$ cat config.mk
export PLATFORM = sky130hd
export DESIGN_NAME = bpfs_front
export DESIGN_NICKNAME = d
export VERILOG_FILES = /design/src/rtl/bpfs_pkg.sv /design/src/rtl/bpfs_front.sv
export SDC_FILE = /design/constraint.sdc
export NUM_CORES = 1
export LEC_CHECK = 0
export ABC_AREA = 0
export BUFFER_PORTS_ARGS = -buffer_cell sky130_fd_sc_hd__buf_2
export CAP_MARGIN = 20
export CORE_UTILIZATION = 58
export DETAILED_ROUTE_END_ITERATION = 7
export HOLD_SLACK_MARGIN = 0.03
export PLACE_DENSITY = 0.87
export SYNTH_ARGS = -nofsm -noshare
export SYNTH_HDL_FRONTEND = slang
export SYNTH_SLANG_ARGS = --single-unit
$ cat constraint.sdc
create_clock -name clock -period 16.2 [get_ports clock]
set_clock_uncertainty 0.1 [all_clocks]
set_input_delay 1.62 -clock clock [delete_from_list [all_inputs] [get_ports clock]]
set_output_delay 1.62 -clock clock [all_outputs]
set_load 0.01 [all_outputs]
$ cat src/rtl/bpfs_pkg.sv
// Shared types and constants for the bit-packed field store.
// No dependencies; bpfs_front, bpfs_back, the top and the testbench take from here by scoped names.
package bpfs_pkg;

   localparam int WORD_BITS = 64;
   localparam int OFF_W     = 6;
   localparam int VALUE_W   = 63;
   localparam int ROW_W     = 16;
   localparam int WIDTH_W   = 6;
   localparam int APPEND_W  = 17;
   localparam int POS_W     = 22;

   localparam logic [WIDTH_W-1:0] WIDTH_RESET = 6'd16;

   // request actions
   localparam logic [1:0] ACT_WRITE  = 2'd0;
   localparam logic [1:0] ACT_APPEND = 2'd1;
   localparam logic [1:0] ACT_READ   = 2'd2;
   localparam logic [1:0] ACT_CLEAR  = 2'd3;

   // command kinds handed from front to back
   localparam logic [1:0] CMD_REPLY = 2'd0;
   localparam logic [1:0] CMD_WRITE = 2'd1;
   localparam logic [1:0] CMD_READ  = 2'd2;
   localparam logic [1:0] CMD_CLEAR = 2'd3;

   typedef struct packed {
      logic [1:0]         action;
      logic [ROW_W-1:0]   row;
      logic [VALUE_W-1:0] value;
   } req_type;

   typedef struct packed {
      logic [VALUE_W-1:0] value_res;
      logic [ROW_W-1:0]   row_res;
      logic               status;
   } rsp_type;

   typedef struct packed {
      logic [1:0]         kind;
      logic [POS_W-1:0]   pos;
      logic [WIDTH_W-1:0] width;
      logic [VALUE_W-1:0] value;
      logic [ROW_W-1:0]   row_res;
      logic               status;
   } cmd_type;

endpackage

$ cat src/rtl/bpfs_front.sv
// Front end: holds the item-width register and append row, classifies requests.
// Depends on bpfs_pkg.
module bpfs_front #(
   parameter int STORE_WORDS = 1024
) (
   input  logic                            clock,
   input  logic                            reset,
   input  logic                            csr_wen,
   input  logic [bpfs_pkg::WIDTH_W-1:0]    csr_wdata,
   input  logic                            req_take,
   input  bpfs_pkg::req_type               req_item,
   output bpfs_pkg::cmd_type               cmd
);

   localparam logic [23:0] CAP = 24'(STORE_WORDS * bpfs_pkg::WORD_BITS);

   logic [bpfs_pkg::WIDTH_W-1:0]  bits_ff, bits_in;
   logic [bpfs_pkg::APPEND_W-1:0] append_ff, append_in;
   logic [bpfs_pkg::APPEND_W-1:0] row_sel;
   logic [22:0]                   pos_full;
   logic [23:0]                   end_pos;
   logic                          fits;
   logic                          ok;

   assign row_sel  = (req_item.action == bpfs_pkg::ACT_APPEND) ? append_ff
                                                               : {1'b0, req_item.row};
   assign pos_full = 23'(row_sel) * 23'(bits_ff);
   assign end_pos  = 24'(pos_full) + 24'(bits_ff);
   assign fits     = (end_pos <= CAP);

   always_comb begin
      ok          = fits;
      cmd.pos     = pos_full[bpfs_pkg::POS_W-1:0];
      cmd.width   = bits_ff;
      cmd.value   = req_item.value;
      cmd.row_res = req_item.row;
      cmd.status  = !fits;
      cmd.kind    = bpfs_pkg::CMD_REPLY;
      append_in   = append_ff;
      case (req_item.action)
         bpfs_pkg::ACT_WRITE: begin
            if (fits && bits_ff != '0) begin
               cmd.kind = bpfs_pkg::CMD_WRITE;
            end
         end
         bpfs_pkg::ACT_APPEND: begin
            // fail once the append row has run past the row range
            ok          = fits && !append_ff[bpfs_pkg::APPEND_W-1];
            cmd.status  = !ok;
            cmd.row_res = append_ff[bpfs_pkg::APPEND_W-1] ? '1
                                                          : append_ff[bpfs_pkg::ROW_W-1:0];
            if (ok && bits_ff != '0) begin
               cmd.kind = bpfs_pkg::CMD_WRITE;
            end
            if (req_take && ok) begin
               append_in = append_ff + 1'b1;
            end
         end
         bpfs_pkg::ACT_READ: begin
            if (fits && bits_ff != '0) begin
               cmd.kind = bpfs_pkg::CMD_READ;
            end
         end
         bpfs_pkg::ACT_CLEAR: begin
            cmd.kind    = bpfs_pkg::CMD_CLEAR;
            cmd.row_res = '0;
            cmd.status  = 1'b0;
            if (req_take) begin
               append_in = '0;
            end
         end
         default: begin
            cmd.kind = bpfs_pkg::CMD_REPLY;
         end
      endcase
      bits_in = csr_wen ? csr_wdata : bits_ff;
   end

   always_ff @(posedge clock) begin
      if (reset) begin
         bits_ff   <= bpfs_pkg::WIDTH_RESET;
         append_ff <= '0;
      end else begin
         bits_ff   <= bits_in;
         append_ff <= append_in;
      end
   end

endmodule

## Word level (Yosys, flattened, before mapping)

Index checks and enable logic that the tools add are counted.

- Register bits: 23
- Output and inout port bits: 110
- Word-level logic and storage cells: 32

- Add/subtract/negate cells: 2
- Multiply operators: 1
- $lt $le $gt $ge: 1
- Equal/unequal tests: 5
- Mux-type cells: 10
- Reduce and logical (&&, ||, !) cells: 11

Operators with widths:

| operator | number |
|---|---|
| one-hot mux 17 bit (2 select lines) | 2 |
| 2-to-1 mux 17 bit | 3 |
| adder 23 x 6 -> 24 bit | 1 |
| <= comparator 24 x 17 -> 1 bit, second input constant | 1 |
| multiplier 17 x 6 -> 23 bit | 1 |
| adder 17 x 1 -> 17 bit, second input constant | 1 |
| 2-to-1 mux 16 bit | 1 |
| one-hot mux 2 bit (4 select lines) | 1 |
| nonzero test 6 bit | 1 |
| == test 2 bit, second input constant | 2 |
| logical AND 1 bit | 4 |
| logical NOT 1 bit | 3 |
| AND reduction 3 bit | 1 |
| == test 2 x 1 -> 1 bit, second input constant | 1 |
| logical NOT 2 bit | 1 |
| 2-to-1 mux 1 bit | 2 |
| 2-to-1 mux 2 bit | 1 |
| != test 2 x 1 -> 1 bit, second input constant | 1 |
| != test 2 bit, second input constant | 1 |
| nonzero test 2 bit | 1 |

## Depth between registers and ports, before layout

Gate-level depths: netlist (run 1).

- Depth after elaboration: 9
- Depth in mapped cells: 27

## Least setup slack after synthesis (run 1)

No wires, ideal clock.

- Path type: input -> output
- Start point: input port req_item[80] (netlist name)
- End point: output port cmd[108] (netlist name)
- Data arrival time: 7,896 ps
- Setup slack: 6,584 ps
- Stages on the path: 24
- Buffers on the path: 4
- Path through: buf_2 -> nand2b_1 -> buf_4 -> buf_1 -> mux2i_1 -> nor2b_1 -> fa_1 -> fa_1 -> inv_1 -> fa_1 -> inv_1 -> ha_1 -> buf_2 -> a21o_1 -> a221oi_2 -> o21ai_0 -> xor2_1 -> nand3_1 -> or4_1 -> or4b_1 -> o2bb2ai_2 -> nor3_1 -> o31a_1 -> a22o_1

RTL lines:

| element | RTL line | RTL |
|---|---|---|
| from (decl) | bpfs_front.sv:11 | `input bpfs_pkg::req_type req_item,` |
| to (decl) | bpfs_front.sv:12 | `output bpfs_pkg::cmd_type cmd` |

==> results of run 1 <==
## synth_stat cells, types with 4 or more instances
| master | n |
|---|---|
| inv_1 | 81 |
| buf_4 | 64 |
| fa_1 | 62 |
| nand2_1 | 61 |
| nor2_1 | 52 |
| nor2b_1 | 51 |
| a21oi_1 | 40 |
| ha_1 | 37 |
| o21ai_0 | 28 |
| clkbuf_1 | 25 |
| and2_1 | 23 |
| dfxtp_1 | 23 |
| mux2i_1 | 20 |
| nand2b_1 | 19 |
| mux2_2 | 17 |
| a21o_1 | 16 |
| nand3_1 | 16 |
| nand4_1 | 15 |
| and3_1 | 12 |
| xor2_1 | 10 |
| nor3_1 | 9 |
| buf_2 | 8 |
| or3_1 | 8 |
| xnor2_1 | 7 |
| nor4_1 | 6 |
| a211oi_1 | 5 |
| a31oi_1 | 5 |
| o211ai_1 | 5 |
| o21bai_1 | 4 |
| or4_1 | 4 |
## power by group through the flow
stage	Sequential [uW]	Combinational, uW	Clock [uW]
2_1_floorplan	60.8	213	0
3_5_place_dp	64.4	257	0
3_3_place_gp	64.2	251	0
5_1_grt	63.7	291	40.9
4_1_cts	63.1	258	37.9
6_report	63.2	259	38.0
## per-stage QoR
stage	worst slack (ns)	instance area (um^2)	power, uW
after floorplan	6.58	6160	274
after global placement	5.63	6060	315
after detailed placement	5.48	6060	322
after CTS	5.45	6110	359
after global routing	4.99	6110	395
final	5.40	6110	360
## path summary, 6_finish.rpt
check,endpoint,slack (ns)
worst min-delay path,append_ff[15]$_SDFFE_PP0P_,0.42
worst max register to register,append_ff[0]$_SDFFE_PP0P_,8.66
worst min register to register,append_ff[15]$_SDFFE_PP0P_,0.42
worst max-delay path,cmd[108],5.40
## state kept, by name, indices dropped and copies added, names as in the netlist
name	flops
append_ff	17
bits_ff	6
## area by class of cell
type	count	area share, %
clock buffer	3	0.675
clock inverter	1	0.123
inverter	81	4.97
multi-input combinational	587	77.7
sequential	23	7.53
tap	136	2.78
timing repair buffer	75	6.18
## kinds of logic (layout without fill, tap and decap cells)
kind of cell | after synthesis | in the layout | share of synthesized area [%]
DFF | 23 | 23 | 7.48
buffers and inverters | 181 | 160 | 15.3
AOI/OAI and AO/OA | 144 | 144 | 15.7
muxes | 37 | 37 | 6.36
adders and majority gates | 99 | 99 | 27.7
and+or+nand+nor | 289 | 289 | 24.8
xor gates and xnor gates | 18 | 18 | 2.68
## worst max-delay path, stage by stage
cell	delay (ns)
buf_2	0.38
nand2b_1	0.77
mux2i_1	0.57
nor2b_1	0.13
fa_1	0.52
fa_1	0.54
inv_1	0.05
fa_1	0.53
inv_1	0.05
ha_1	0.42
and3_1	0.25
a221oi_2	0.39
o221a_2	0.30
xnor2_1	0.28
nand4_1	0.28
or4_1	0.47
or4b_1	0.49
o2bb2ai_2	0.18
nor3_1	0.35
o31a_1	0.22
a22o_1	0.13
buf_2	0.13
## per-layer routing
metal	up-vias	track usage (%)	part of all wire, %
met1	2634	33.7	42
met5	-	0	0
met3	34	3.68	6.1
met4	0	7.14	2.7
met2	213	49.4	49
li1	2567	-	-
## cells in the final DEF (no fill, tap or decap), drive strengths merged, types with 9 or more instances in the layout
cell,instances
ha,37
and3,13
nor2b,51
nor2,52
mux2i,20
inv,81
nor3,9
xor2,10
nand2,61
nand3,16
a21oi,40
fa,62
o21ai,28
nand4,15
and2,23
buf,75
mux2,17
dfxtp,23
nand2b,19
a21o,16
==> metrics.txt, run 1 <==
status completed; RePlAce Congestion 0.940; Tcrit/Tclk final 66.7%; non-filler cells, final 906; area of the multi-input gates 0.00475 mm^2; share of cells above drive strength 1 13.8%; Post-CTS Setup Inserts 0; post-CTS sizing 0; Yosys warning count 0; Final ANT Viol Nets 0; clk root buf clkbuf_8; Mean Syn Cell Area 7.78 um^2; Vias 5448; Synth Flop Type dfxtp_1; hold path depth 2; Pre-Repair DR Iteration Count 7; Cell Rows 37; Clock Tree Buf Depth 2; FF+latch area 460 um^2; Num CTS Buffers 3; worst r2r path cells 18; total core area 0.0103 mm^2; P_sw 186 uW; Power Dens Cells 58.9 mW/mm^2; RSZ-0062 raised after global routing no; Seq/Total Area, Yosys 7.48%; clk slew on worst S/H paths 0.10 ns; # fillers 919; die area 0.0110 mm^2; DP HPWL 11600 um; Peak VDD IR 0.0336 mV; Comb pwr share 71.9%; # IOs 201; Leak 0.00285 uW; Post-synth EDFFs 0; H-tree depth 1; vias in the first global route 5279; Power Internal 174 uW; Synth top area share 20.2%; initial antenna violation count 0; final slew viol count 0; DRT iter0 DRCs 371; hold_sp append_ff[15]$_SDFFE_PP0P_; Slew @ Worst Pin 1.13 ns; hold crit path type flip-flop to flip-flop; Clk pwr share 10.6%; ANT cells 0; Hold Vio Cnt, Final 0; global-route wire length before repair 24700 um; gr usage total 27.2%; element type at the critical path end output port; Setup CP Type input port to output port; number of buffers added on ports 74; Initial Util 59.6%; FF-to-FF Start append_ff[4]$_SDFFE_PP0P_; Slew headroom 24.1%; syn_nets 981; Arr. time, crit path 9.08 ns; clk sinks 23; maximum fanout along the worst path 26; Synth area leader fa_1; placed cell count 902; sequential power share 17.6%; switch share 51.7%; tightest hold margin 0.425 ns; Worst Path Required 14.48 ns; worst-skew pair later-pin latency 0.28 ns; FFs w/ async S/R, synth 0%; die width 105 um; GR Overflow Total 0; largest net degree at the start of global routing 27; Avg Vias per Cell 6.01; Total Wirelength 14500 um; count of final setup violators 0; CTS tree yes; Fin Setup TNS 0 ns; launch point of the worst path req_item[80]; synth-to-layout area growth -0.711%; top post-synthesis cells by area fa_1 (20%), buf_4 (7.8%), ha_1 (7.5%); Syn Inst Count 791; DRC violations left 0; startpoint types input port; Yosys reg bits 23; die height 105 um; mapped cell area 0.00616 mm^2; # hold bufs at CTS 0; Distinct cells, synth 66; maximum clock frequency 0.0926 GHz; total of max-cap violations 0; min cycle time layout 10.80 ns; WL/cell 16.0 um; Final Util 59.2%; nets@finish 961
(Power assumes the default switching activity.)
==> run 2, diff against run 1 <==
CORE_UTILIZATION = 48   (was 58)
PLACE_DENSITY = 0.76   (was 0.87)
clock period = 9.9 ns   (was 16.2 ns; I/O delays follow)
==> run 2 against run 1 <==
Die area rose by 20%. Register-to-register slack worse by 6.0 ns. Cell count grew 4.4%. Non-clock buffer count up 4. Largest cell class unchanged. Largest power group unchanged. Power up 72%. Utilization is 9.7 points lower. Combinational power up 63%. Wire length fell by 2.4%. Final area up 1.8%.
==> metrics.txt, run 2 (same netlist as run 1, synthesis figures left out) <==
Initial Util 49.0% (-11 points); Critical Path Slowest Stage Cell or4_1; die height 115 um (+9.7%); H-tree depth 1 (unchanged); non-filler cells, final 946 (+4.4%); min cycle time layout 9.11 ns; Tcrit/Tclk final 92.1%; global-route wire length before repair 24400 um (-1.3%); clk sinks 23 (unchanged); most frequent cells in the layout inv_1 (81), buf_2 (74), fa_1 (62), nand2_1 (61), nor2_1 (52); GR Overflow Total 0 (unchanged); dpl ws 0.855 ns (-4.62 ns); DRC violations left 0 (unchanged); Crit path max-delay family simple AND/OR/NAND/NOR gates; Leak 0.00288 uW (+1.2%); die area 0.0133 mm^2 (+20%); Largest register FFs 17 (unchanged); Worst Path Required 8.81 ns (-5.67 ns); hold crit path type flip-flop to flip-flop; Slew @ Worst Pin 0.826 ns (-0.303 ns); CP dominant cell by count fa_1; count of final setup violators 0 (unchanged); Setup CP Type input port to output port; DRT iter0 DRCs 326 (-12%); RSZ-0062 raised after global routing no; Num CTS Buffers 3 (unchanged); Final ANT Viol Nets 0 (unchanged); WL/cell 15.0 um (-6.5%); DP HPWL 11600 um (about the same); critical path, cell by cell buf_2 -> nand2b_1 -> buf_4 -> mux2i_1 -> nor2b_1 -> fa_1 -> fa_1 -> inv_1 -> fa_1 -> inv_1 -> ha_1 -> nand2_1 -> o21ai_0 -> a22oi_1 -> a311oi_1 -> o311ai_0 -> or4_1 -> or4b_1 -> o2bb2ai_2 -> nor3_1 -> o31a_1 -> a22o_1 -> buf_2; element type at the critical path end output port; nets@finish 965 (+0.42%); CTS tree yes; startpoint types input port; Peak VDD IR 0.0556 mV (+65%); # hold bufs at CTS 0 (unchanged); # fillers 1240 (+35%); Fin Setup TNS 0 ns (unchanged); total core area 0.0126 mm^2 (+22%); total of max-cap violations 0 (unchanged); Post-CTS Setup Inserts 0 (unchanged); share of cells above drive strength 1 14.2% (+0.45 points); initial antenna violation count 0 (unchanged); Pre-Repair DR Iteration Count 5 (-2); number of buffers added on ports 74 (unchanged); Clock Tree Buf Depth 2 (unchanged); largest net degree at the start of global routing 26 (-3.7%); maximum fanout along the worst path 10 (-62%); synth-to-layout area growth 1.06%; clk slew on worst S/H paths 0.07 ns (-0.03 ns); crit path setup slack, layout 0.785 ns (-4.61 ns); Power Dens Cells 99.3 mW/mm^2 (+69%); most common cell after layout, fill and taps aside inv_1; placed cell count 942 (+4.4%); Cell Rows 41 (+11%); die width 115 um (+9.7%); final slew viol count 0 (unchanged); Hold Vio Cnt, Final 0 (unchanged); worst-skew pair later-pin latency 0.27 ns (about the same); clk root buf clkbuf_16; ANT cells 0 (unchanged); Vias 5314 (-2.5%); vias in the first global route 5188 (-1.7%); Total Wirelength 14200 um (-2.4%); Arr. time, crit path 8.02 ns (-1.06 ns); Avg Vias per Cell 5.62 (-6.6%); Biggest register append_ff; maximum clock frequency 0.110 GHz; Largest regs append_ff x17, bits_ff x6; Critical Path Max Stage Delay 0.62 ns (-0.15 ns); # IOs 201 (unchanged); Slew headroom 44.9% (+21 points); status completed; RePlAce Congestion 0.945 (+0.54%); gr usage total 22.6% (-4.6 points); post-CTS sizing 0 (unchanged); worst path bufs/invs 5 (+1)
## run 2: cell types whose count changed in the layout (fill, tap and decap cells not counted), sizes merged
cell and delta:
buf +4
## run 2: layer usage
layer	GRT usage (%)	up-vias	wire length [um]	share of wire [%]
met3	2.53	17	709	5.0
met2	39.9	161	6890	49
met1	29.8	2561	6380	45
met4	4.50	0	203	1.4
met5	0	-	0	0
li1	-	2575	-	-
## run 2: worst paths after layout
| kind | from | endpoint | slack [ns] | depth (start not counted) |
|---|---|---|---|---|
| max | req_item[80] | cmd[108] | 0.79 | 23 |
| min | append_ff[7]$_SDFFE_PP0P_ | append_ff[7]$_SDFFE_PP0P_ | 0.42 | 2 |
| max reg2reg | bits_ff[5]$_SDFFE_PP0P_ | append_ff[11]$_SDFFE_PP0P_ | 2.65 | 18 |
| min reg2reg | append_ff[7]$_SDFFE_PP0P_ | append_ff[7]$_SDFFE_PP0P_ | 0.42 | 2 |
## run 2: power by group
| group | internal [uW] | total, uW | leakage, uW | switching (uW) |
|---|---|---|---|---|
| Clock | 54.9 | 92.7 | 0.0000371 | 37.8 |
| Sequential | 94.0 | 104 | 0.000186 | 9.63 |
| Combinational | 163 | 422 | 0.00266 | 259 |
| Total | 312 | 618 | 0.00288 | 306 |
## run 2: area by class of cell
cell class                      count  area [um^2]  share of cell area, %
Clock buffer                        3         75.1                   1.21
Clock inverter                      1         7.51                  0.121
Inverter                           81          304                   4.89
Multi-Input combinational cell    587         4750                   76.4
Sequential cell                    23          460                   7.40
Tap cell                          172          215                   3.46
Timing Repair Buffer               79          408                   6.56
## run 2: tightest hold or removal path, delay by kind of cell (launching register included)
| family | cells | cell delay (ns) |
|---|---|---|
| DFF | 1 | 0.35 |
| muxes | 1 | 0.05 |
| and+or+nand+nor | 1 | 0.07 |
## run 2: per-stage QoR
step / hold slack, ns / util (%) / cell area (um^2) / total power [uW]
2_1_floorplan: 0.364 / - / 6160 / 449
5_1_grt: 0.456 / 49.5 / 6220 / 684
6_report: 0.423 / 49.5 / 6220 / 618
3_3_place_gp: 0.403 / 48.9 / 6140 / 522
3_5_place_dp: 0.412 / 48.9 / 6140 / 528
4_1_cts: 0.422 / 49.5 / 6220 / 622
