## src/rtl/bpfs_fifo.sv

```systemverilog
// Small register-based queue used between the stages and on the result side.
// No dependencies.
module bpfs_fifo #(
   parameter int WIDTH = 8,
   parameter int DEPTH = 2
) (
   input  logic             clock,
   input  logic             reset,
   input  logic             push,
   input  logic [WIDTH-1:0] wdata,
   output logic             full,
   input  logic             pop,
   output logic [WIDTH-1:0] rdata,
   output logic             empty
);

   localparam int PW = (DEPTH > 1) ? $clog2(DEPTH) : 1;
   localparam int CW = $clog2(DEPTH + 1);

   logic [WIDTH-1:0] slot_ff [DEPTH];
   logic [PW-1:0]    wr_ff, wr_in, rd_ff, rd_in;
   logic [CW-1:0]    count_ff, count_in;
   logic             do_push, do_pop;

   function automatic logic [PW-1:0] next_ptr(input logic [PW-1:0] p);
      next_ptr = (p == PW'(DEPTH - 1)) ? '0 : p + 1'b1;
   endfunction

   assign full    = (count_ff == CW'(DEPTH));
   assign empty   = (count_ff == '0);
   assign do_push = push && !full;
   assign do_pop  = pop && !empty;
   assign rdata   = slot_ff[rd_ff];

   always_comb begin
      wr_in    = do_push ? next_ptr(wr_ff) : wr_ff;
      rd_in    = do_pop ? next_ptr(rd_ff) : rd_ff;
      count_in = count_ff + CW'(do_push) - CW'(do_pop);
   end

   always_ff @(posedge clock) begin
      if (reset) begin
         wr_ff    <= '0;
         rd_ff    <= '0;
         count_ff <= '0;
      end else begin
         wr_ff    <= wr_in;
         rd_ff    <= rd_in;
         count_ff <= count_in;
      end
   end

   always_ff @(posedge clock) begin
      if (do_push) begin
         slot_ff[wr_ff] <= wdata;
      end
   end

endmodule

```

## config.mk

```make
export PLATFORM = sky130hd
export DESIGN_NAME = bpfs_fifo
export DESIGN_NICKNAME = d
export VERILOG_FILES = /design/src/rtl/bpfs_fifo.sv
export SDC_FILE = /design/constraint.sdc
export NUM_CORES = 1
export LEC_CHECK = 0
export BUFFER_PORTS_ARGS = -buffer_cell sky130_fd_sc_hd__buf_2
export CAP_MARGIN = 0
export CORE_UTILIZATION = 44
export DETAILED_ROUTE_END_ITERATION = 12
export PLACE_DENSITY_LB_ADDON = 0.3
export SKIP_LAST_GASP = 1
export SLEW_MARGIN = 20
export SYNTH_ARGS = -nofsm -noshare
export SYNTH_HDL_FRONTEND = slang
export SYNTH_SLANG_ARGS = --single-unit
```

## constraint.sdc

```tcl
create_clock -name clock -period 1.5 [get_ports clock]
set_input_delay 0.225 -clock clock [delete_from_list [all_inputs] [get_ports clock]]
set_output_delay 0.225 -clock clock [all_outputs]
set_load 0.005 [all_outputs]
```

* Yosys cells after proc, flatten, opt, wreduce, memory -nomap -nowiden *
Memories as Yosys holds them, arrays and structs flattened. A register that Yosys moved wholly into a read port is not among the register bits.
Index checks and enable logic that the tools add are counted.
W data, S select, Z words.

storage, ports and cells
  input port bits = 12
  memory bits (writable) = 16
  output and inout bits = 10
  memories = 1
  logic and storage cells = 20
  flip-flop bits (word level) = 4

operators by class
  equal/unequal tests = 1
  reduce and logical (&&, ||, !) cells = 5
  add/subtract/negate cells = 4
  muxes and demuxes = 6

memories
  memory   depth  width  rd ports  clocked after memory_dff  write ports  line  text
  slot_ff  2      8      1         1                         1            20    logic [WIDTH-1:0] slot_ff [DEPTH];

operators by type and width
  cell                   count
  $mux W1                6
  $add A1 B1 Y1 const B  2
  $add A2 B1 Y2          1
  $eq A2 B2 Y1 const B   1
  $logic_and A1 B1 Y1    2
  $logic_not A1 Y1       2
  $logic_not A2 Y1       1
  $sub A2 B1 Y2          1

* Longest topological paths before layout *
Gate-level depths: netlist of the first run.

  word-level depth = 5
  depth in mapped cells = 8
  depth with buffers taken out = 8

* Worst setup path before layout of the first run *
Ideal clock, no wire load.

  path type = flip-flop to flip-flop
  from = reg count_ff[1]
  to = reg count_ff[1]
  data arrival time = 1400 ps
  stages on the path, launching flop included = 8
  period minus slack after synthesis = 1478 ps
  data required time = 1422 ps
  buffers on the path = 0
  library setup time = 78 ps
  path slack = 22 ps
  cells stage by stage = dfxtp_1 -> o21a_2 -> ha_1 -> inv_1 -> ha_1 -> xor2_1 -> and2_1 -> nor3_1

between the ends
  elaborated cells between the ends (all ways) = 8
  classes of those cells = 2 x add/sub; 1 x eq/ne; 5 x reduce/logical

RTL lines
  what                    line  text
  from (decl)             22    logic [CW-1:0] count_ff, count_in;
  from (signal assigned)  49    count_ff <= count_in;
  $logic_not A2 Y1        30    assign empty = (count_ff == '0);
  $logic_not A1 Y1        32    assign do_pop = pop && !empty;
  $logic_and A1 B1 Y1     32
  via do_pop              23    logic do_push, do_pop;
  $sub A2 B1 Y2           38    count_in = count_ff + CW'(do_push) - CW'(do_pop);

The timed path passes the listed nets, and every way through them passes these cells.
A chain may end at the register's enable or synchronous reset.

* Final worst setup path of the first run *
Same ends and word-level chain as after synthesis.

==> results.cfg, run 1 <==
[run_status]
outcome = finished clean

[yosys]
syn_area_per_cell_sq_um = 15.6
synth_nets = 66
yosysMostFrequentCell = edfxtp_1
async_flop_share_pct = 0
synth_edf_count = 16
yosysSeqAreaShare_pct = 71.6
synth_cell_types = 21
synthTopCellsByCount = 16 x edfxtp_1, 5 x dfxtp_1, 5 x mux2_1
synth_top_area_share_pct = 59.3
syn_area_sq_um = 811
yosys.area.top_type = edfxtp_1
synth-main-ff-cell = edfxtp_1
ys_ff_latch = 21
yosys_warnings = 0
ys_top_cells_by_area = edfxtp_1 59%, dfxtp_1 12%, mux2_1 6.9%
syn_inst = 52

[grt]
gr-usage-met3_pct = 5.20
grt.busiest_layer = met2
grt_pass1_wl_mm = 1.89
grt_pass1_vias = 476
grt_max_degree = 12
antenna_found_initial = 0
met2_usage_pct = 27.2
grt_overflow = 0
grtUsageMet1_pct = 12.5
grt_usage_pct = 14.4

[setup_path]
worstPathCellList = o21a_4, ha_4, inv_1, ha_2, xor2_1, and2_1, nor3_2
worstPathArrival_ns = 1.67
cpPeakStageDelay_ns = 0.38
cp_slowest_cell = dfxtp_4
worstPathRequired_ns = 1.70
rr_worst_depth = 7
crit_buf_inv = 1
cp_top_family = adder cells
path_max_fanout = 4
startpoint_type = flop
worstSetupEndpointType = flop
worst-setup-path-type = flop to flop
cp_num_cells = 7

[power_and_ir_drop]
p_leak_nw = 0.437
sw_frac_of_total_pct = 28.0
p_clk_share_pct = 15.1
power.switching_mw = 0.473
power.internal_mw = 1.22
seq_power_share_pct = 50.2
ir_drop_uv = 924
power_frac_comb_pct = 34.7
p_per_area_nw_per_um2 = 1590

[timing]
slew_headroom_pct = 86.2
fin_skew_ns = 0.00211
hold_viol_final = 0
finalCritPeriodShare_pct = 98.4
fmax_ghz = 0.678
fin_ws_ns = 0.0247
setup_viol = 0
rsz0062_at_grt = true
maxSlewViolCount = 0
min_period_ns = 1.48
finalSetupTns_ns = 0
tightest_slew_ns = 0.206

[placed_design]
hpwl_microns = 844
gp_congestion = 0.632
dp_worst_setup_slack_ns = -0.0586
io_buffers = 21
dp_cells = 100

[die]
rows = 15
start_util_pct = 47.0
core_area_sq_um = 1730
die_w_microns = 44.9
die_height_microns = 44.9
io_pins = 22
die_area_sq_um = 2020

[final_layout]
drive_above_1_share_pct = 53.1
utilization_pct = 61.4
synthToLayoutAreaGrowth_pct = 30.9
nNetsFinal = 96
antenna_cells = 0
finalNonFillerCells = 106

[route]
initialDrtViolationCount = 7
finalWirelength_mm = 1.24
wl_per_cell_microns = 11.7
drc = 0
drt_pass1_iterations = 4
via_count = 497
routed_via_density = 4.69
ant_nets = 0

[cts]
cts_root_buffer = clkbuf_4
ctsHoldBuffers = 0
cts-htree-levels = 1
clk_pin_slew_ns = 0.10
cts_inserted_buffers = 3
clk_path_buf_depth = 2
worstSkewPairLatency_ns = 0.29
cts_tree = yes
cts_sinks = 21

[worst_hold_path]
min_path_type = primary input to flop
holdPathStages = 1

[flow_run]
cap_violations = 0
==> per-layer routing <==
layer	share of wire, %	vias up
met5	0	-
met4	1.2	0
met3	5.3	2
met2	54	11
met1	39	240
li1	-	244
==> logic make-up after synthesis <==
logic type                 share of synthesized area, %
xor gates and xnor gates                           2.16
DFF                                                71.6
buffers and inverters                              2.47
AOI/OAI and AO/OA                                  2.31
and+or+nand+nor                                    7.25
adders and majority gates                          3.09
muxes                                              11.1
==> area by class of cell <==
cell class / count / area [sq um]
fill: 156 / 666
multi-input combinational: 26 / 244
tap: 25 / 31.3
inverter: 4 / 15.0
timing repair buffer: 26 / 155
clock buffer: 4 / 26.3
sequential: 21 / 589
==> final timing paths <==
| kind | to | startpoint | slack (ns) |
|---|---|---|---|
| worst min register to register | wr_ff | wr_ff | 0.50 |
| worst min-delay path | slot_ff[1][0] | wdata[0] | 0.12 |
| worst max register to register | count_ff[1] | count_ff[1] | 0.02 |
| worst max-delay path | count_ff[1] | count_ff[1] | 0.02 |
==> cells in the final DEF, fill, tap and decap left out, types with 2 or more instances in the layout <==
master and n:
mux2_2 3, dfxtp_4 2, inv_1 3, dfxtp_1 2, buf_2 21, buf_4 4
clkbuf_4 3, mux2_1 5, edfxtp_1 16, nor2_1 4
==> state kept, by name, indices dropped and copies added, names as in the netlist, named ones only <==
name / flops
slot_ff: 16
count_ff: 2
rd_ff: 1
wr_ff: 1
==> timing repair <==
| item | in CTS | in global routing |
|---|---|---|
| endpoints found under the setup margin | 9 | 9 |
| gates resized for setup | 9 | 2 |
| setup buffers | 2 | 0 |
| pin swaps | 4 | 1 |
==> power by group through the flow <==
stage / Combinational, mW / Clock, mW / Sequential [mW]
after floorplan: 0.311 / 0 / 0.800
after global placement: 0.486 / 0 / 0.836
after detailed placement: 0.505 / 0 / 0.841
after CTS: 0.576 / 0.267 / 0.847
after global routing: 0.663 / 0.285 / 0.866
final: 0.587 / 0.255 / 0.849
==> metrics by stage <==
stage | hold slack (ns) | area [sq um] | power, mW
floorplan | 0.294 | 811 | 1.11
global placement | 0.414 | 977 | 1.32
detailed placement | 0.419 | 977 | 1.35
CTS | 0.106 | 1050 | 1.69
global route | 0.0933 | 1060 | 1.81
finish | 0.116 | 1060 | 1.69
(Power assumes the default switching activity.)
==> inputs of run 2 (changes only) <==
--- a/config.mk
+++ b/config.mk
@@ -9,7 +9,8 @@
 export CAP_MARGIN = 0
 export CORE_UTILIZATION = 44
 export DETAILED_ROUTE_END_ITERATION = 12
-export PLACE_DENSITY_LB_ADDON = 0.3
+export HOLD_SLACK_MARGIN = 0.15
+export PLACE_DENSITY = 0.72
 export SKIP_LAST_GASP = 1
 export SLEW_MARGIN = 20
 export SYNTH_ARGS = -nofsm -noshare
==> results.cfg, run 2 (synthesis gave the netlist of run 1 again) <==
[run_status]
outcome = finished clean

[worst_hold_path]
min_from = push
min_path_type = primary input to flop
holdPathStages = 4
hold_end = wr_ff

[timing]
tightest_slew_ns = 0.212
fin_hold_ws_ns = 0.397
finalCritPeriodShare_pct = 99.3
setup_viol = 0
finalSetupTns_ns = 0
hold_viol_final = 0
maxSlewViolCount = 0
fin_skew_ns = 0.00130
slew_headroom_pct = 85.9
min_period_ns = 1.49
rsz0062_at_grt = true
fmax_ghz = 0.671

[final_layout]
largest_reg_flops = 16
finalNonFillerCells = 113
final_common_cell = buf_2
multi_input_area_sq_um = 256
ff_latch_area_sq_um = 587
largestRegisters = slot_ff (16), count_ff (2)
nNetsFinal = 103
antenna_cells = 0
fin_area_sq_um = 1140
mostFrequentLayoutCells = 21 x buf_2, 16 x edfxtp_1, 9 x dlygate4sd3_1
drive_above_1_share_pct = 50.0
fill_cells = 146
synthToLayoutAreaGrowth_pct = 40.4
top_register = slot_ff

[route]
wl_per_cell_microns = 11.5
via_count = 507
drt_pass1_iterations = 4
finalWirelength_mm = 1.30
routed_via_density = 4.49
initialDrtViolationCount = 5
ant_nets = 0
drc = 0

[power_and_ir_drop]
sw_frac_of_total_pct = 28.9
power_frac_comb_pct = 34.8
power.internal_mw = 1.20
power.switching_mw = 0.487
ir_drop_uv = 853
p_clk_share_pct = 15.2
seq_power_share_pct = 50.0
p_leak_nw = 0.457
p_per_area_nw_per_um2 = 1480
total_power_mw = 1.68

[cts]
clk_pin_slew_ns = 0.11
clk_path_buf_depth = 2
cts_sinks = 21
postCtsSetupBuffers = 0
worstSkewPairLatency_ns = 0.29
cts_root_buffer = clkbuf_4
cts_inserted_buffers = 3
cts_tree = yes
cts-htree-levels = 1

[setup_path]
worstSetupEndpointType = flop
worstPathRequired_ns = 1.72
r2r-end = count_ff[1]
reg2reg_slack_ns = 0.01
path_max_fanout = 3
r2r_start = count_ff[0]
startpoint_type = flop
worstPathArrival_ns = 1.71
rr_worst_depth = 7
worst-setup-path-type = flop to flop

[placed_design]
gp_congestion = 0.651
dp_cells = 100
hpwl_microns = 830
io_buffers = 21
place_area_sq_um = 965

[die]
die_area_sq_um = 2020
start_util_pct = 47.0
core_area_sq_um = 1730
io_pins = 22
die_height_microns = 44.9
die_w_microns = 44.9
rows = 15

[grt]
antenna_found_initial = 0
grt_pass1_wl_mm = 1.99
grt_usage_pct = 14.8
grt_max_degree = 13
grt_overflow = 0
grt_pass1_vias = 497

[flow_run]
cap_violations = 0
==> run 2: worst max-delay path by stage <==
stage                     slack [ns]  depth (start not counted)          end         from
after global placement          0.02                          8  count_ff[1]  count_ff[0]
after CTS                      -0.03                          7  count_ff[1]  count_ff[0]
final                           0.01                          7  count_ff[1]  count_ff[0]
after floorplan                 0.02                          7  count_ff[1]  count_ff[1]
after global routing           -0.07                          8  count_ff[1]  count_ff[0]
after detailed placement       -0.05                          7  count_ff[1]  count_ff[1]
==> run 2: critical path: stages, from the launching register on <==
cell and delay [ns]:
dfxtp_2 0.35, o21a_4 0.23, ha_4 0.25, inv_1 0.03
ha_2 0.18, xor2_2 0.15, and2_1 0.14, nor3_2 0.09
==> run 2: layer usage <==
| metal | vias to the layer above | global-route usage [%] | wire (microns) |
|---|---|---|---|
| li1 | 258 | - | - |
| met1 | 233 | 16.3 | 570 |
| met4 | 0 | 10.9 | 21 |
| met5 | - | 0 | 0 |
| met3 | 2 | 3.60 | 40 |
| met2 | 14 | 24.6 | 665 |
==> run 2: final cells by class <==
class                   instances  share of cell area [%]
clock buffers                   3                    1.98
clock inverters                 1                   0.440
inverters                       4                    1.65
multi-input cells              26                    22.5
flip-flops and latches         21                    51.5
well taps                      25                    2.75
repair buffers                 33                    19.1
==> run 2: stage by stage <==
step                      util, %  worst slack [ns]
after CTS                    64.9           -0.0341
final                        65.9            0.0104
after global routing         65.9           -0.0696
after global placement       55.9            0.0218
after detailed placement     55.9           -0.0523
after floorplan                 -            0.0219
==> run 2: power by group through the flow <==
stage	Clock (mW)	Sequential (mW)	Combinational [mW]
floorplan	0	0.800	0.311
global placement	0	0.830	0.472
detailed placement	0	0.837	0.488
CTS	0.263	0.840	0.553
global route	0.289	0.859	0.640
finish	0.256	0.841	0.586
==> run 2: repair_timing <==
action                                  CTS  global route
hold buffers                              9             0
endpoints found under the setup margin    9            13
hold endpoints to repair                 21             0
pin swaps                                 4             1
resized for setup                         9             4
==> inputs of run 3 (changes only) <==
--- a/config.mk
+++ b/config.mk
@@ -11,6 +11,7 @@
 export DETAILED_ROUTE_END_ITERATION = 12
 export HOLD_SLACK_MARGIN = 0.15
 export PLACE_DENSITY = 0.72
+export RECOVER_POWER = 100
 export SKIP_LAST_GASP = 1
 export SLEW_MARGIN = 20
 export SYNTH_ARGS = -nofsm -noshare
==> results.cfg, run 3 (synthesis gave the netlist of run 1 again) <==
[run_status]
outcome = finished clean

[setup_path]
path_max_fanout = 3
cp_top_family = adder cells
worst-setup-path-type = flop to flop
worstPathCellList = o21a_4, ha_4, inv_1, ha_2, xor2_2, and2_1, nor3_2
startpoint_type = flop
cpPeakStageDelay_ns = 0.35
worstPathArrival_ns = 1.71
cp_slowest_cell = dfxtp_2
crit_buf_inv = 1
worstPathRequired_ns = 1.72
worstSetupEndpointType = flop

[route]
ant_nets = 0
via_count = 506
finalWirelength_mm = 1.29
drt_pass1_iterations = 3
drc = 0
routed_via_density = 4.48
initialDrtViolationCount = 6
wl_per_cell_microns = 11.4

[die]
die_w_microns = 44.9
start_util_pct = 47.0
core_area_sq_um = 1730
rows = 15
die_area_sq_um = 2020
io_pins = 22
die_height_microns = 44.9

[power_and_ir_drop]
p_leak_nw = 0.439
ir_drop_uv = 849
p_per_area_nw_per_um2 = 1480

[cts]
postCtsSetupBuffers = 0
clk_pin_slew_ns = 0.11
worstSkewPairLatency_ns = 0.29
clk_path_buf_depth = 2
cts_sinks = 21
cts_inserted_buffers = 3
cts_tree = yes
cts_root_buffer = clkbuf_4
cts-htree-levels = 1

[final_layout]
antenna_cells = 0
final_common_cell = edfxtp_1
multi_input_area_sq_um = 256
top_register = slot_ff
ff_latch_area_sq_um = 587
synthToLayoutAreaGrowth_pct = 39.4
nNetsFinal = 103
mostFrequentLayoutCells = 16 x edfxtp_1, 14 x buf_2, 9 x dlygate4sd3_1
utilization_pct = 65.4
largestRegisters = slot_ff (16), count_ff (2)
fill_cells = 148
largest_reg_flops = 16
drive_above_1_share_pct = 42.0

[timing]
fin_skew_ns = 0.000952
fin_ws_ns = 0.0104
setup_viol = 0
slew_headroom_pct = 85.9
fmax_ghz = 0.671
finalCritPeriodShare_pct = 99.3
min_period_ns = 1.49
tightest_slew_ns = 0.212
hold_viol_final = 0
rsz0062_at_grt = true
maxSlewViolCount = 0

[grt]
grt_pass1_vias = 497
grt_pass1_wl_mm = 1.99
grt_max_degree = 13
grt_usage_pct = 14.8
antenna_found_initial = 0
grt_overflow = 0

[worst_hold_path]
min_path_type = primary input to flop

[placed_design]
io_buffers = 21
hpwl_microns = 830
gp_congestion = 0.651
dp_worst_setup_slack_ns = -0.0523

[flow_run]
cap_violations = 0
-- run 3: cell types whose count changed in the layout (fill, tap and decap cells not counted) --
cell      delta
buf_1        +1
clkbuf_1     +6
buf_2        -7
-- run 3: final cells by class --
type	count	share of cell area [%]
tap	25	2.77
timing repair buffer	33	18.5
clock buffer	3	1.99
sequential	21	51.9
multi-input combinational	26	22.7
inverter	4	1.66
clock inverter	1	0.443
-- run 3: metrics by stage --
stage                     cell area (sq um)  hold WS (ns)  TNS [ns]  power [mW]  cells
final                                  1130         0.397         0        1.68    113
after global routing                   1130         0.414   -0.0696        1.78    113
after CTS                              1120         0.338   -0.0341        1.66    113
after detailed placement                965         0.417   -0.0523        1.32    100
after global placement                  965         0.414         0        1.30    100
after floorplan                         811         0.294         0        1.11     52
-- run 3: routing by layer --
layer	routed length, microns	part of all wire [%]	vias to the layer above	track usage [%]
met5	0	0	-	0
met4	21	1.6	0	10.9
met3	40	3.1	2	3.60
met2	663	51	14	24.6
met1	564	44	232	16.3
li1	-	-	258	-
-- run 3: worst register-to-register path: cells and delay by family, from the launching register on --
| family | cells | cell delay [ns] |
|---|---|---|
| AOI/OAI and AO/OA | 1 | 0.23 |
| xor gates and xnor gates | 1 | 0.15 |
| adders and majority gates | 2 | 0.43 |
| buffers and inverters | 1 | 0.03 |
| DFF | 1 | 0.35 |
| and+or+nand+nor | 2 | 0.23 |
-- run 3: worst paths after layout --
kind          startpoint           to  slack, ns  depth (start not counted)
max          count_ff[0]  count_ff[1]       0.01                          7
min                 push        wr_ff       0.40                          4
max reg2reg  count_ff[0]  count_ff[1]       0.01                          7
min reg2reg        wr_ff        wr_ff       0.53                          2
-- run 3: what timing repair did --
item / CTS / global route
endpoints found under the setup margin: 9 / 13
hold buffers: 9 / 0
endpoints found under the hold margin: 21 / 0
pin swaps: 4 / 1
gates resized for setup: 9 / 4
-- run 3: report_power, final --
part	leakage (nW)	internal [mW]	switching (mW)	total, mW
sequential	0.192	0.763	0.0769	0.840
combinational	0.229	0.327	0.252	0.579
clock	0.0177	0.0991	0.157	0.256
total	0.439	1.19	0.486	1.68
